<file path="src/svpwm_pkg.sv">
// Shared types and constants of the servo pulse frame generator.
`default_nettype none

package svpwm_pkg;

    localparam int WIDTH_W    = 12;
    localparam int INTERVAL_W = 15;
    localparam int COUNT_W    = 32;

    localparam logic [WIDTH_W-1:0]    PULSE_MIN   = 12'd500;
    localparam logic [WIDTH_W-1:0]    PULSE_MAX   = 12'd2500;
    localparam logic [WIDTH_W-1:0]    PULSE_RESET = 12'd1500;
    localparam logic [WIDTH_W-1:0]    ELAPSED_MAX = 12'hFFF;
    localparam logic [INTERVAL_W-1:0] FRAME_US    = 15'd20000;
    localparam logic [INTERVAL_W-1:0] MIN_RELOAD  = 15'd1;

    typedef enum logic [1:0] {
        OP_TIMER = 2'd0,
        OP_START = 2'd1,
        OP_STOP  = 2'd2,
        OP_WRITE = 2'd3
    } op_t;

    typedef enum logic [1:0] {
        ST_OK      = 2'd0,
        ST_INVALID = 2'd1,
        ST_BUSY    = 2'd2
    } status_t;

    // What one channel lane reports for the current word.
    typedef struct packed {
        logic               width_ok;
        logic               due;
        logic               cand_valid;
        logic [WIDTH_W-1:0] width;
    } lane_res_t;

    // What the merging stage finds across all lanes.
    typedef struct packed {
        logic               all_ok;
        logic               found;
        logic [WIDTH_W-1:0] edge_width;
        logic [WIDTH_W-1:0] first_width;
    } merge_res_t;

    // One result word as it waits in the output buffer.
    typedef struct packed {
        status_t               status;
        logic [3:0]            pins_high_mask;
        logic [3:0]            pins_low_mask;
        logic                  reload_timer;
        logic [INTERVAL_W-1:0] next_interval;
        logic [COUNT_W-1:0]    frame_count;
        logic                  is_running;
    } result_t;

endpackage

`default_nettype wire

</file>
<file path="src/svpwm_lane.sv">
// One channel lane: range check of a new width and edge compare against elapsed time.
`default_nettype none

module svpwm_lane (
    input  wire logic [svpwm_pkg::WIDTH_W-1:0] wr_width,
    input  wire logic [svpwm_pkg::WIDTH_W-1:0] active_width,
    input  wire logic [svpwm_pkg::WIDTH_W-1:0] elapsed,
    input  wire logic                          pending,
    output svpwm_pkg::lane_res_t               res
);

    logic due;

    // The channel falls once the elapsed time has reached its width.
    assign due = pending && (active_width <= elapsed);

    assign res.width_ok   = (wr_width >= svpwm_pkg::PULSE_MIN) &&
                            (wr_width <= svpwm_pkg::PULSE_MAX);
    assign res.due        = due;
    assign res.cand_valid = pending && !due;
    assign res.width      = active_width;

endmodule

`default_nettype wire

</file>
<file path="src/svpwm_merge.sv">
// Merging stage: combines the lane reports into masks and earliest edges.
`default_nettype none

module svpwm_merge #(
    parameter int CHANNELS = 4
) (
    input  wire svpwm_pkg::lane_res_t          lanes [CHANNELS],
    input  wire logic [svpwm_pkg::WIDTH_W-1:0] shadow [CHANNELS],
    output logic [CHANNELS-1:0]                due_mask,
    output svpwm_pkg::merge_res_t              res
);

    always_comb begin
        res.all_ok      = 1'b1;
        res.found       = 1'b0;
        res.edge_width  = svpwm_pkg::PULSE_MAX;
        res.first_width = svpwm_pkg::PULSE_MAX;
        due_mask        = '0;
        for (int i = 0; i < CHANNELS; i++) begin
            res.all_ok  = res.all_ok & lanes[i].width_ok;
            due_mask[i] = lanes[i].due;
            // The first waiting channel sets the edge, later ones only lower it.
            if (lanes[i].cand_valid && (!res.found || lanes[i].width < res.edge_width)) begin
                res.edge_width = lanes[i].width;
                res.found      = 1'b1;
            end
            if (shadow[i] < res.first_width) begin
                res.first_width = shadow[i];
            end
        end
    end

endmodule

`default_nettype wire

</file>
<file path="src/servo_pwm_frame_generator_core.sv">
// Top level of the event-driven multichannel servo pulse frame generator.
`default_nettype none

// Each input word is one event: a timer expiry, start, stop or a write of new
// shadow pulse widths. The block answers every word with exactly one result
// word that says which pins to drive high or low, whether the timer is to be
// reloaded and with how many microseconds, the frame count and the running
// flag. A frame lasts 20000 us; at its start the shadow widths are latched,
// all pins rise, and each pin falls once the elapsed frame time reaches its
// width. Widths outside 500 to 2500 us are refused with an invalid status.
// The block takes one word per clock cycle while s_axis_tready is high and
// registers its result: all channels are compared in parallel lanes and the state of the scheduler is
// updated in the cycle in which a word is accepted. Results pass through a
// two-entry output buffer, so a new word is still accepted while one result
// waits; s_axis_tready falls only when both entries are occupied.
module servo_pwm_frame_generator_core #(
    parameter int CHANNELS = 4
) (
    input  wire logic        aclk,
    input  wire logic        aresetn,
    input  wire logic        s_axis_tvalid,
    output logic             s_axis_tready,
    // width_ch0 [11:0], width_ch1 [23:12], width_ch2 [35:24], width_ch3 [47:36]
    input  wire logic [47:0] s_axis_tdata,
    // operation [1:0]
    input  wire logic [1:0]  s_axis_tuser,
    output logic             m_axis_tvalid,
    input  wire logic        m_axis_tready,
    // pins_high_mask [3:0], pins_low_mask [7:4], reload_timer [8],
    // next_interval [23:9], frame_count [55:24], is_running [56], zero [63:57]
    output logic [63:0]      m_axis_tdata,
    // status [1:0]
    output logic [1:0]       m_axis_tuser
);

    localparam int WW     = svpwm_pkg::WIDTH_W;
    localparam int IW     = svpwm_pkg::INTERVAL_W;
    localparam int MASK_W = (CHANNELS > 4) ? CHANNELS : 4;

    // Scheduler state.
    logic [WW-1:0]                   shadow_reg  [CHANNELS];
    logic [WW-1:0]                   shadow_next [CHANNELS];
    logic [WW-1:0]                   active_reg  [CHANNELS];
    logic [WW-1:0]                   active_next [CHANNELS];
    logic [WW-1:0]                   elapsed_reg,  elapsed_next;
    logic [IW-1:0]                   interval_reg, interval_next;
    logic [CHANNELS-1:0]             pending_reg,  pending_next;
    logic                            running_reg,  running_next;
    logic                            gap_reg,      gap_next;
    logic [svpwm_pkg::COUNT_W-1:0]   frame_reg,    frame_next;

    // Output buffer: a main entry that drives the port and a skid entry.
    svpwm_pkg::result_t main_reg, main_next;
    svpwm_pkg::result_t skid_reg, skid_next;
    logic               main_valid_reg, main_valid_next;
    logic               skid_valid_reg, skid_valid_next;

    logic               s_accept;
    logic               m_take;
    svpwm_pkg::op_t     op;
    svpwm_pkg::result_t res;

    logic [WW-1:0]          wr_width [CHANNELS];
    logic [WW-1:0]          elapsed_sum;
    logic [IW:0]            elapsed_wide;
    logic [WW-1:0]          elapsed_e;
    svpwm_pkg::lane_res_t   lane_res [CHANNELS];
    svpwm_pkg::merge_res_t  merge_res;
    logic [CHANNELS-1:0]    due_mask;
    logic [CHANNELS-1:0]    hi_mask, lo_mask;
    logic [MASK_W-1:0]      hi_wide, lo_wide;
    logic [IW-1:0]          e_ext;
    logic [IW-1:0]          edge_ext;
    logic [IW-1:0]          first_ext;

    assign s_accept      = s_axis_tvalid && s_axis_tready;
    assign m_take        = m_axis_tvalid && m_axis_tready;
    assign s_axis_tready = !skid_valid_reg;
    assign op            = svpwm_pkg::op_t'(s_axis_tuser);

    // Elapsed frame time after this expiry, held at the top of its range.
    assign elapsed_wide = {4'b0, elapsed_reg} + {1'b0, interval_reg};
    assign elapsed_sum  = elapsed_wide[WW-1:0];
    assign elapsed_e    = (elapsed_wide > {4'b0, svpwm_pkg::ELAPSED_MAX})
                          ? svpwm_pkg::ELAPSED_MAX : elapsed_sum;
    assign e_ext        = {3'b0, elapsed_e};
    assign edge_ext     = {3'b0, merge_res.edge_width};
    assign first_ext    = {3'b0, merge_res.first_width};

    // One lane per channel; channels beyond the fourth read the last width field.
    for (genvar i = 0; i < CHANNELS; i++) begin : g_lane
        localparam int F = (i < 4) ? i : 3;
        assign wr_width[i] = s_axis_tdata[F*WW +: WW];

        svpwm_lane u_lane (
            .wr_width     (wr_width[i]),
            .active_width (active_reg[i]),
            .elapsed      (elapsed_e),
            .pending      (pending_reg[i]),
            .res          (lane_res[i])
        );
    end

    svpwm_merge #(
        .CHANNELS (CHANNELS)
    ) u_merge (
        .lanes    (lane_res),
        .shadow   (shadow_reg),
        .due_mask (due_mask),
        .res      (merge_res)
    );

    // Next state and the result word for the event on the input.
    always_comb begin
        shadow_next   = shadow_reg;
        active_next   = active_reg;
        elapsed_next  = elapsed_reg;
        interval_next = interval_reg;
        pending_next  = pending_reg;
        running_next  = running_reg;
        gap_next      = gap_reg;
        frame_next    = frame_reg;
        hi_mask       = '0;
        lo_mask       = '0;
        res           = '0;
        res.status    = svpwm_pkg::ST_OK;

        case (op)
            svpwm_pkg::OP_WRITE: begin
                if (merge_res.all_ok) begin
                    shadow_next = wr_width;
                end else begin
                    res.status = svpwm_pkg::ST_INVALID;
                end
            end
            svpwm_pkg::OP_START: begin
                if (running_reg) begin
                    res.status = svpwm_pkg::ST_BUSY;
                end else begin
                    lo_mask           = '1;
                    running_next      = 1'b1;
                    gap_next          = 1'b1;
                    res.reload_timer  = 1'b1;
                    res.next_interval = svpwm_pkg::MIN_RELOAD;
                    interval_next     = svpwm_pkg::MIN_RELOAD;
                end
            end
            svpwm_pkg::OP_STOP: begin
                running_next = 1'b0;
                pending_next = '0;
                lo_mask      = '1;
            end
            svpwm_pkg::OP_TIMER: begin
                if (!running_reg) begin
                    lo_mask = '1;
                end else if (gap_reg) begin
                    // New frame: latch the shadow widths and raise every pin.
                    active_next       = shadow_reg;
                    elapsed_next      = '0;
                    pending_next      = '1;
                    gap_next          = 1'b0;
                    frame_next        = frame_reg + 32'd1;
                    hi_mask           = '1;
                    res.reload_timer  = 1'b1;
                    res.next_interval = (first_ext == '0) ? svpwm_pkg::MIN_RELOAD : first_ext;
                    interval_next     = res.next_interval;
                end else begin
                    elapsed_next     = elapsed_e;
                    lo_mask          = due_mask;
                    pending_next     = pending_reg & ~due_mask;
                    res.reload_timer = 1'b1;
                    if (pending_next == '0) begin
                        // Last edge passed: wait out the rest of the frame.
                        gap_next          = 1'b1;
                        res.next_interval = (e_ext < svpwm_pkg::FRAME_US)
                                            ? svpwm_pkg::FRAME_US - e_ext
                                            : svpwm_pkg::MIN_RELOAD;
                    end else begin
                        res.next_interval = (edge_ext > e_ext) ? edge_ext - e_ext
                                                               : svpwm_pkg::MIN_RELOAD;
                    end
                    interval_next = res.next_interval;
                end
            end
            default: begin
                res.status = svpwm_pkg::ST_OK;
            end
        endcase

        hi_wide            = MASK_W'(hi_mask);
        lo_wide            = MASK_W'(lo_mask);
        res.pins_high_mask = hi_wide[3:0];
        res.pins_low_mask  = lo_wide[3:0];
        res.frame_count    = frame_next;
        res.is_running     = running_next;
    end

    // Output buffer control. The skid entry fills only when the main entry is
    // held by the sink, and it drains into the main entry first.
    always_comb begin
        main_next       = main_reg;
        skid_next       = skid_reg;
        main_valid_next = main_valid_reg;
        skid_valid_next = skid_valid_reg;
        if (m_take) begin
            if (skid_valid_reg) begin
                main_next       = skid_reg;
                skid_valid_next = 1'b0;
            end else if (s_accept) begin
                main_next = res;
            end else begin
                main_valid_next = 1'b0;
            end
        end else if (s_accept) begin
            if (!main_valid_reg) begin
                main_next       = res;
                main_valid_next = 1'b1;
            end else begin
                skid_next       = res;
                skid_valid_next = 1'b1;
            end
        end
    end

    always_ff @(posedge aclk) begin
        main_reg <= main_next;
        skid_reg <= skid_next;
        if (!aresetn) begin
            for (int i = 0; i < CHANNELS; i++) begin
                shadow_reg[i] <= svpwm_pkg::PULSE_RESET;
                active_reg[i] <= svpwm_pkg::PULSE_RESET;
            end
            elapsed_reg    <= '0;
            interval_reg   <= svpwm_pkg::MIN_RELOAD;
            pending_reg    <= '0;
            running_reg    <= 1'b0;
            gap_reg        <= 1'b1;
            frame_reg      <= '0;
            main_valid_reg <= 1'b0;
            skid_valid_reg <= 1'b0;
        end else begin
            if (s_accept) begin
                shadow_reg   <= shadow_next;
                active_reg   <= active_next;
                elapsed_reg  <= elapsed_next;
                interval_reg <= interval_next;
                pending_reg  <= pending_next;
                running_reg  <= running_next;
                gap_reg      <= gap_next;
                frame_reg    <= frame_next;
            end
            main_valid_reg <= main_valid_next;
            skid_valid_reg <= skid_valid_next;
        end
    end

    assign m_axis_tvalid = main_valid_reg;
    assign m_axis_tuser  = main_reg.status;
    assign m_axis_tdata  = {7'b0, main_reg.is_running, main_reg.frame_count,
                            main_reg.next_interval, main_reg.reload_timer,
                            main_reg.pins_low_mask, main_reg.pins_high_mask};

`ifndef SYNTHESIS
    // The timer is never asked to run for zero microseconds.
    assert property (@(posedge aclk) disable iff (!aresetn)
        interval_reg != '0)
        else $error("timer interval register holds zero");

    // Outside the gap a running generator always has a pin still to fall.
    assert property (@(posedge aclk) disable iff (!aresetn)
        (running_reg && !gap_reg) |-> (pending_reg != '0))
        else $error("running outside the gap with no pending channel");

    // The skid entry is used only behind a full main entry.
    assert property (@(posedge aclk) disable iff (!aresetn)
        skid_valid_reg |-> main_valid_reg)
        else $error("skid entry valid while main entry empty");

    // A start while stopped leaves the generator running in the gap.
    assert property (@(posedge aclk) disable iff (!aresetn)
        (s_accept && (op == svpwm_pkg::OP_START) && !running_reg)
        |=> (running_reg && gap_reg))
        else $error("start did not enter the running gap");

    // A reload offered on the output is never of zero length.
    assert property (@(posedge aclk) disable iff (!aresetn)
        (m_axis_tvalid && main_reg.reload_timer) |-> (main_reg.next_interval != '0))
        else $error("reload of zero microseconds offered");
`endif

endmodule

`default_nettype wire

</file>
<file path="config.mk">
export PLATFORM = sky130hd
export DESIGN_NAME = servo_pwm_frame_generator_core
export DESIGN_NICKNAME = d
export VERILOG_FILES = /design/src/svpwm_pkg.sv /design/src/svpwm_lane.sv /design/src/svpwm_merge.sv /design/src/servo_pwm_frame_generator_core.sv
export SDC_FILE = /design/constraint.sdc
export NUM_CORES = 1
export LEC_CHECK = 0
export ABC_AREA = 0
export BUFFER_PORTS_ARGS = -buffer_cell sky130_fd_sc_hd__buf_4
export CAP_MARGIN = 20
export CORE_AREA = 10 10 186 188
export CTS_BUF_LIST = sky130_fd_sc_hd__clkbuf_16
export CTS_CLUSTER_SIZE = 8
export DETAILED_ROUTE_END_ITERATION = 7
export DIE_AREA = 0 0 196 198
export PLACE_DENSITY = 0.73
export SETUP_SLACK_MARGIN = 0.3
export SYNTH_ARGS = -nofsm -noshare
export SYNTH_HDL_FRONTEND = slang
export SYNTH_SLANG_ARGS = --single-unit
</file>
<file path="constraint.sdc">
create_clock -name aclk -period 27.9 [get_ports aclk]
set_input_delay 5.58 -clock aclk [delete_from_list [all_inputs] [get_ports aclk]]
set_output_delay 5.58 -clock aclk [all_outputs]
set_load 0.01 [all_outputs]
</file>
==> results by group, run 1 <==
Status
  • Status: finished, final reports clean

Die
  • Rows: 65
  • Initial Util: 0.542
  • Total die area: 38,800 µm²
  • Core area: 31,100 µm²
  • Die extent in y: 198 µm
  • Ports: 122
  • Horiz. Die Dim: 196 µm

Power and ir drop
  • Leak: 8.01 nW
  • Clock Power Share: 0.452
  • Logic pwr share: 0.119
  • Switch share: 0.257
  • Sequential Power Share: 0.429
  • Final total power: 1.02 mW
  • Psw: 0.262 mW
  • P per Cell Area: 53.1 nW/µm²
  • VDD IR max: 0.0000412 V
  • Int Pwr: 0.756 mW

Yosys
  • XOR/XNOR share of the synthesized area: 0.0359
  • EDFF count, synth: 112
  • Gate Count Post-Synth: 1,853
  • Yosys cell types: 88
  • Synth Area in Simple Gates: 0.178
  • Synthesis-stage register bit count: 275
  • Post-Synth Adder-Cell Area: 0.107
  • Top cells by area, synth: edfxtp_1 (20%), dfxtp_1 (19%), ha_1 (10%), mux2i_1 (5.5%), nand2_1 (5.1%)
  • Ys flop type: dfxtp_1
  • Syn avg cell area: 9.08 µm²
  • Multiplexer share of the synthesized area: 0.0776
  • Largest family of logic cells by synthesized area: simple AND/OR/NAND/NOR gates
  • Synth area leader: edfxtp_1
  • Yosys top cell area share: 0.200
  • Post-synthesis sequential area ratio: 0.394
  • Compound-Gate Fraction of Synth Area: 0.163
  • Ys async rst share: 0
  • Synth Cell Area: 16,800 µm²
  • Yosys Warn Count: 0

GRT
  • Global-route wire length before repair: 78,000 µm
  • Initial antenna violation count: 0
  • GRT overflow: 0
  • Number of global-route vias before repair: 14,000
  • GRT Overall Usage: 0.249
  • Largest net degree at the start of global routing: 76

Clock tree
  • Number of setup buffers added after CTS: 0
  • CTS tree: built
  • H-tree lvl count: 2
  • Clk buf depth: 3
  • Count of cells resized by post-cts repair: 0
  • CTS Buf Count: 41
  • # hold bufs at CTS: 0
  • Sink Count: 275
  • Clock Tree Root: clkbuf_16
  • CTS clk-pin slew, worst paths: 0.06 ns
  • Worst-skew pair later-pin latency: 0.55 ns

Final layout
  • Max reg flops: 56
  • Final nets: 2,139
  • Area Growth Syn to Fin: 13.8%
  • Fillers: 2,641
  • Most frequent cells in the layout: nand2_1 (228), nor2_1 (191), dfxtp_1 (163)
  • Layout cells sized above 1: 0.124
  • Commonest non-fill, non-tap cell in the layout: nand2_1
  • ANT cells: 0

Hold path
  • Hold Crit Class: flop to flop
  • Worst hold path cell count: 2
  • Endpoint, Worst Hold: elapsed_reg[10]$_SDFFE_PN0P_
  • Hold Crit Start: elapsed_reg[10]$_SDFFE_PN0P_

Route
  • Via count: 14,300
  • DRT Pass-1 Iters: 8
  • DRT antenna net count: 0
  • Vias per inst: 6.04
  • Final WL: 49,700 µm
  • Avg WL per Cell: 21.0 µm
  • DR iter-0 viols: 1,156
  • # DRC: 0

Critical path
  • Setup crit start kind: flop
  • Worst Setup Path Type: flop to flop
  • Worst-case reg-to-reg path depth: 58
  • Crit-path most repeated cell: a21o_1
  • CP max FO: 25
  • Reg-to-reg slack, setup: 12.30 ns
  • WP buf/inv: 1
  • Arr. time, crit path: 15.86 ns
  • Critical Path RT: 28.16 ns
  • Max incr delay on CP: 0.93 ns
  • Max stage delay cell, worst path: nor2_1
  • Delay-heaviest family, CP: compound AO/OA/AOI/OAI gates
  • Critical path capture point type: flop
  • Worst r2r src: elapsed_reg[0]$_SDFFE_PN0P_
  • Worst r2r dst: m_axis_tdata[9]$_DFFE_PP_

STA
  • Setup-failing EPs final: 0
  • Slew margin rel.: 0.324
  • Slew Viols, Final: 0
  • Hold Fails Final Rpt: 0
  • Clock skew: 0.0154 ns
  • Worst-Margin Slew: 1.01 ns
  • Unrepaired setup endpoints after global routing: false
  • Final Cycle Share: 0.559
  • TNS Setup: 0 ns
  • Achievable clock frequency: 0.0641 GHz
  • Final min period: 15.60 ns

Placed design
  • RePlAce Congestion: 0.928
  • Hpwl dp: 37,700 µm
  • Port Buf Inserts: 114

Flow run
  • Max Cap Viol: 0
==> Yosys cell counts (44+ instances only) <==
cell      count
nor2_1      192
nand3_1      53
a21oi_1     119
nand2_1     228
o21ai_0      79
edfxtp_1    112
inv_1        88
clkbuf_1     63
mux2i_1      93
dfxtp_1     163
ha_1        141
o211ai_1     47
xor2_1       44
==> power groups by stage <==
stage                     registers, mW  logic, mW  clock network (mW)
after floorplan                   0.446     0.0787                   0
after detailed placement          0.445      0.120                   0
after global routing              0.437      0.132               0.483
after CTS                         0.437      0.120               0.465
after global placement            0.444      0.118                   0
final                             0.437      0.121               0.460
==> cell families after synthesis <==
kind of cell / after synthesis
muxes: 126
DFF: 275
xor gates and xnor gates: 69
buffers and inverters: 178
adders and majority gates: 143
AOI/OAI and AO/OA: 411
and+or+nand+nor: 650
other: 1
==> final cells by class <==
cell class | instances | area (µm²) | area share
multi-input combinational | 1406 | 9510 | 0.496
sequential | 275 | 6630 | 0.346
clock buffer | 41 | 1030 | 0.0536
timing repair buffer | 128 | 961 | 0.0502
tap | 402 | 503 | 0.0263
inverter | 90 | 343 | 0.0179
clock inverter | 27 | 186 | 0.00973
==> per-stage QoR <==
| stage | worst slack (ns) | hold WS, ns | std cells | utilization | instance area [µm²] |
|---|---|---|---|---|---|
| floorplan | 15.19 | 0.429 | 1859 | - | 16900 |
| global placement | 13.11 | 0.445 | 2301 | 0.578 | 17900 |
| detailed placement | 12.67 | 0.455 | 2301 | 0.578 | 17900 |
| CTS | 12.57 | 0.463 | 2369 | 0.617 | 19200 |
| global route | 11.17 | 0.466 | 2369 | 0.617 | 19200 |
| finish | 12.30 | 0.459 | 2369 | 0.617 | 19200 |
==> worst reg2reg max path, delay by kind of cell (launching register included) <==
kind / cells / cell delay, ns
AND/OR/NAND/NOR: 12 / 3.30
buffers and inverters: 1 / 0.08
flip-flops: 1 / 0.31
AO/OA/AOI/OAI: 34 / 7.97
multiplexers: 4 / 1.53
adder cells (fa/ha/maj): 7 / 2.11
==> how the worst max path moves through the flow <==
stage | startpoint | endpoint | slack [ns] | depth (start not counted)
after global placement | elapsed_reg[0]$_SDFFE_PN0P_ | m_axis_tdata[9]$_DFFE_PP_ | 13.11 | 58
after global routing | elapsed_reg[0]$_SDFFE_PN0P_ | m_axis_tdata[9]$_DFFE_PP_ | 11.17 | 58
final | elapsed_reg[0]$_SDFFE_PN0P_ | m_axis_tdata[9]$_DFFE_PP_ | 12.30 | 58
after floorplan | elapsed_reg[0]$_SDFFE_PN0P_ | m_axis_tdata[19]$_DFFE_PP_ | 15.19 | 64
after CTS | elapsed_reg[0]$_SDFFE_PN0P_ | m_axis_tdata[9]$_DFFE_PP_ | 12.57 | 58
after detailed placement | elapsed_reg[0]$_SDFFE_PN0P_ | m_axis_tdata[9]$_DFFE_PP_ | 12.67 | 58
==> layer usage <==
metal | global-route usage | vias up | part of all wire
li1 | - | 6836 | -
met1 | 0.310 | 6862 | 0.42
met2 | 0.428 | 495 | 0.49
met3 | 0.0381 | 106 | 0.059
met4 | 0.0913 | 0 | 0.033
met5 | 0 | - | 0
Power figures use the tool's default switching activity.
==> run 2: changes to the inputs <==
Settings changed: ABC_AREA 0 to 1, CORE_AREA 10 10 186 188 to 10 10 184 186, DIE_AREA 0 0 196 198 to 0 0 194 196.
Clock period 27.9 ns to 14.55 ns, I/O delays scaled along.
==> run 2 against run 1 <==
Net effect: maximum frequency is 24% higher; global-route usage is 1.3 points lower; first-iteration DRC count is 4.4% higher; highest routed layer unchanged; synthesized cell count is 16% higher; worst setup slack worse by 10 ns; power is 100% higher.
==> results by group, run 2 <==
Hold path
  • Endpoint, Worst Hold: elapsed_reg[9]$_SDFFE_PN0P_
  • Hold Crit Class: flop to flop
  • Worst hold path cell count: 2
  • Hold Crit Start: elapsed_reg[9]$_SDFFE_PN0P_

Critical path
  • Arr. time, crit path: 13.02 ns
  • Reg-to-reg slack, setup: 1.92 ns
  • Worst r2r dst: m_axis_tdata[13]$_DFFE_PP_
  • Worst-case reg-to-reg path depth: 82
  • Critical Path RT: 14.95 ns
  • Max incr delay on CP: 0.46 ns
  • Setup crit start kind: flop
  • Crit-path most repeated cell: nand2_1
  • Max stage delay cell, worst path: o311ai_0
  • Worst Setup Path Type: flop to flop
  • Worst r2r src: elapsed_reg[0]$_SDFFE_PN0P_
  • Critical path capture point type: flop
  • CP max FO: 23

Status
  • Status: finished, final reports clean

Route
  • DRT antenna net count: 0
  • Avg WL per Cell: 17.5 µm
  • DR iter-0 viols: 1,207
  • Final WL: 46,700 µm
  • # DRC: 0
  • Via count: 14,800
  • Vias per inst: 5.55
  • DRT Pass-1 Iters: 5

STA
  • Min setup slack post-route: 1.92 ns
  • Final Cycle Share: 0.868
  • Hold Slack: 0.471 ns
  • Setup-failing EPs final: 0
  • Hold Fails Final Rpt: 0
  • Worst-Margin Slew: 1.17 ns
  • TNS Setup: 0 ns
  • Achievable clock frequency: 0.0792 GHz
  • Final min period: 12.63 ns
  • Unrepaired setup endpoints after global routing: false
  • Slew margin rel.: 0.212
  • Slew Viols, Final: 0
  • Clock skew: 0.0154 ns

Die
  • Initial Util: 0.543
  • Total die area: 38,000 µm²
  • Core area: 30,300 µm²
  • Die extent in y: 196 µm
  • Horiz. Die Dim: 194 µm
  • Ports: 122
  • Rows: 64

Yosys
  • Top cells by area, synth: edfxtp_1 (20%), dfxtp_1 (20%), nand2_1 (13%), ha_1 (11%), inv_1 (5.1%)
  • Gate Count Post-Synth: 2,157
  • Top cells by instance count after synthesis: nand2_1 (565), inv_1 (225), nor2_1 (183)
  • Synth Cell Area: 16,400 µm²
  • Ys async rst share: 0
  • EDFF count, synth: 112
  • Yosys cell types: 53
  • Synthesis-stage register bit count: 275
  • Syn avg cell area: 7.62 µm²
  • Synth area leader: edfxtp_1
  • Yosys top cell area share: 0.205
  • Most frequent cell after synthesis: nand2_1
  • Ys flop type: dfxtp_1
  • Post-synthesis sequential area ratio: 0.403
  • Yosys Warn Count: 0

GRT
  • Largest net degree at the start of global routing: 85
  • GRT Overall Usage: 0.236
  • Initial antenna violation count: 0
  • GRT overflow: 0
  • Global-route wire length before repair: 74,300 µm
  • Number of global-route vias before repair: 14,100

Final layout
  • ANT cells: 0
  • Commonest non-fill, non-tap cell in the layout: nand2_1
  • Max reg flops: 56
  • Most frequent cells in the layout: nand2_1 (564), inv_1 (246), nor2_1 (181)
  • Area Growth Syn to Fin: 14.0%
  • Layout cells sized above 1: 0.0977
  • Final nets: 2,445
  • Final Core Density: 0.619
  • Fillers: 2,748
  • Post-route cell area: 18,700 µm²

Clock tree
  • Number of setup buffers added after CTS: 0
  • Clock Tree Root: clkbuf_16
  • CTS clk-pin slew, worst paths: 0.05 ns
  • Worst-skew pair later-pin latency: 0.53 ns
  • Sink Count: 275
  • CTS tree: built
  • H-tree lvl count: 2
  • CTS Buf Count: 40
  • Clk buf depth: 3

Power and ir drop
  • P per Cell Area: 109 nW/µm²
  • VDD IR max: 0.0000834 V
  • Leak: 8.73 nW

Placed design
  • Hpwl dp: 35,100 µm
  • Placement Setup Slack: 1.96 ns
  • Post-DP Area: 17,600 µm²
  • Port Buf Inserts: 114
  • RePlAce Congestion: 0.927

Flow run
  • Max Cap Viol: 0
[run 2: cell count changes in the layout (fill, tap and decap cells not counted), moves of 17 or more]
cell      change
or3_1        -19
nand3_1      +63
xnor2_1      -18
o211ai_1     -26
mux2i_1      -93
and3_1       -17
inv_1       +138
o21ai_0      +81
nand2_1     +336
a21o_1       -35
mux2_2       -18
a21oi_1      +46
[run 2: worst max path at each step]
stage | from | endpoint | slack, ns | depth (start not counted)
after global placement | elapsed_reg[0]$_SDFFE_PN0P_ | m_axis_tdata[23]$_DFFE_PP_ | 2.35 | 81
after floorplan | elapsed_reg[0]$_SDFFE_PN0P_ | m_axis_tdata[21]$_DFFE_PP_ | 3.95 | 85
after detailed placement | elapsed_reg[0]$_SDFFE_PN0P_ | m_axis_tdata[23]$_DFFE_PP_ | 1.96 | 83
after global routing | elapsed_reg[0]$_SDFFE_PN0P_ | m_axis_tdata[13]$_DFFE_PP_ | 0.41 | 83
final | elapsed_reg[0]$_SDFFE_PN0P_ | m_axis_tdata[13]$_DFFE_PP_ | 1.92 | 82
after CTS | elapsed_reg[0]$_SDFFE_PN0P_ | m_axis_tdata[23]$_DFFE_PP_ | 1.91 | 83
[run 2: metrics by stage]
step                std cells  total power [mW]
floorplan                2163              1.09
global placement         2602              1.20
detailed placement       2602              1.21
CTS                      2669              2.05
global route             2669              2.13
finish                   2669              2.04
[run 2: layer usage]
layer / routed length [µm] / vias up / share of wire / track usage
met1: 20500 / 6878 / 0.44 / 0.304
li1: - / 7386 / - / -
met4: 1720 / 0 / 0.037 / 0.0946
met5: 0 / - / 0 / 0
met3: 2500 / 99 / 0.053 / 0.0331
met2: 21900 / 443 / 0.47 / 0.392
[run 2: where the power goes]
group,switching [mW],internal (mW)
sequential,0.0196,0.840
combinational,0.231,0.109
clock,0.343,0.494
[run 2: kinds of logic after synthesis]
| group | count (synthesis) | share of synthesized area |
|---|---|---|
| xor gates and xnor gates | 49 | 0.0261 |
| muxes | 14 | 0.00959 |
| AOI/OAI and AO/OA | 405 | 0.135 |
| DFF | 275 | 0.403 |
| other | 1 | 0.000228 |
| and+or+nand+nor | 954 | 0.241 |
| adders and majority gates | 143 | 0.110 |
| buffers and inverters | 316 | 0.0756 |
[run 2: area by class of cell]
type	instances	area, µm²	share of cell area
clock buffer	40	1000	0.0534
multi-input combinational	1572	8640	0.461
sequential	275	6630	0.354
tap	396	495	0.0264
inverter	230	867	0.0463
timing repair buffer	129	968	0.0517
clock inverter	27	138	0.00735
[run 2: repair_timing]
item	CTS	global route
gates resized for setup	0	2
endpoints found under the setup margin	0	9
hold buffers	0	0
[run 2: critical path, delay by kind of cell, from the launching register on]
kind / cells / cell delay (ns)
and+or+nand+nor: 45 / 4.33
AOI/OAI and AO/OA: 20 / 4.22
adders and majority gates: 7 / 1.99
buffers and inverters: 9 / 1.41
DFF: 1 / 0.31
muxes: 1 / 0.18
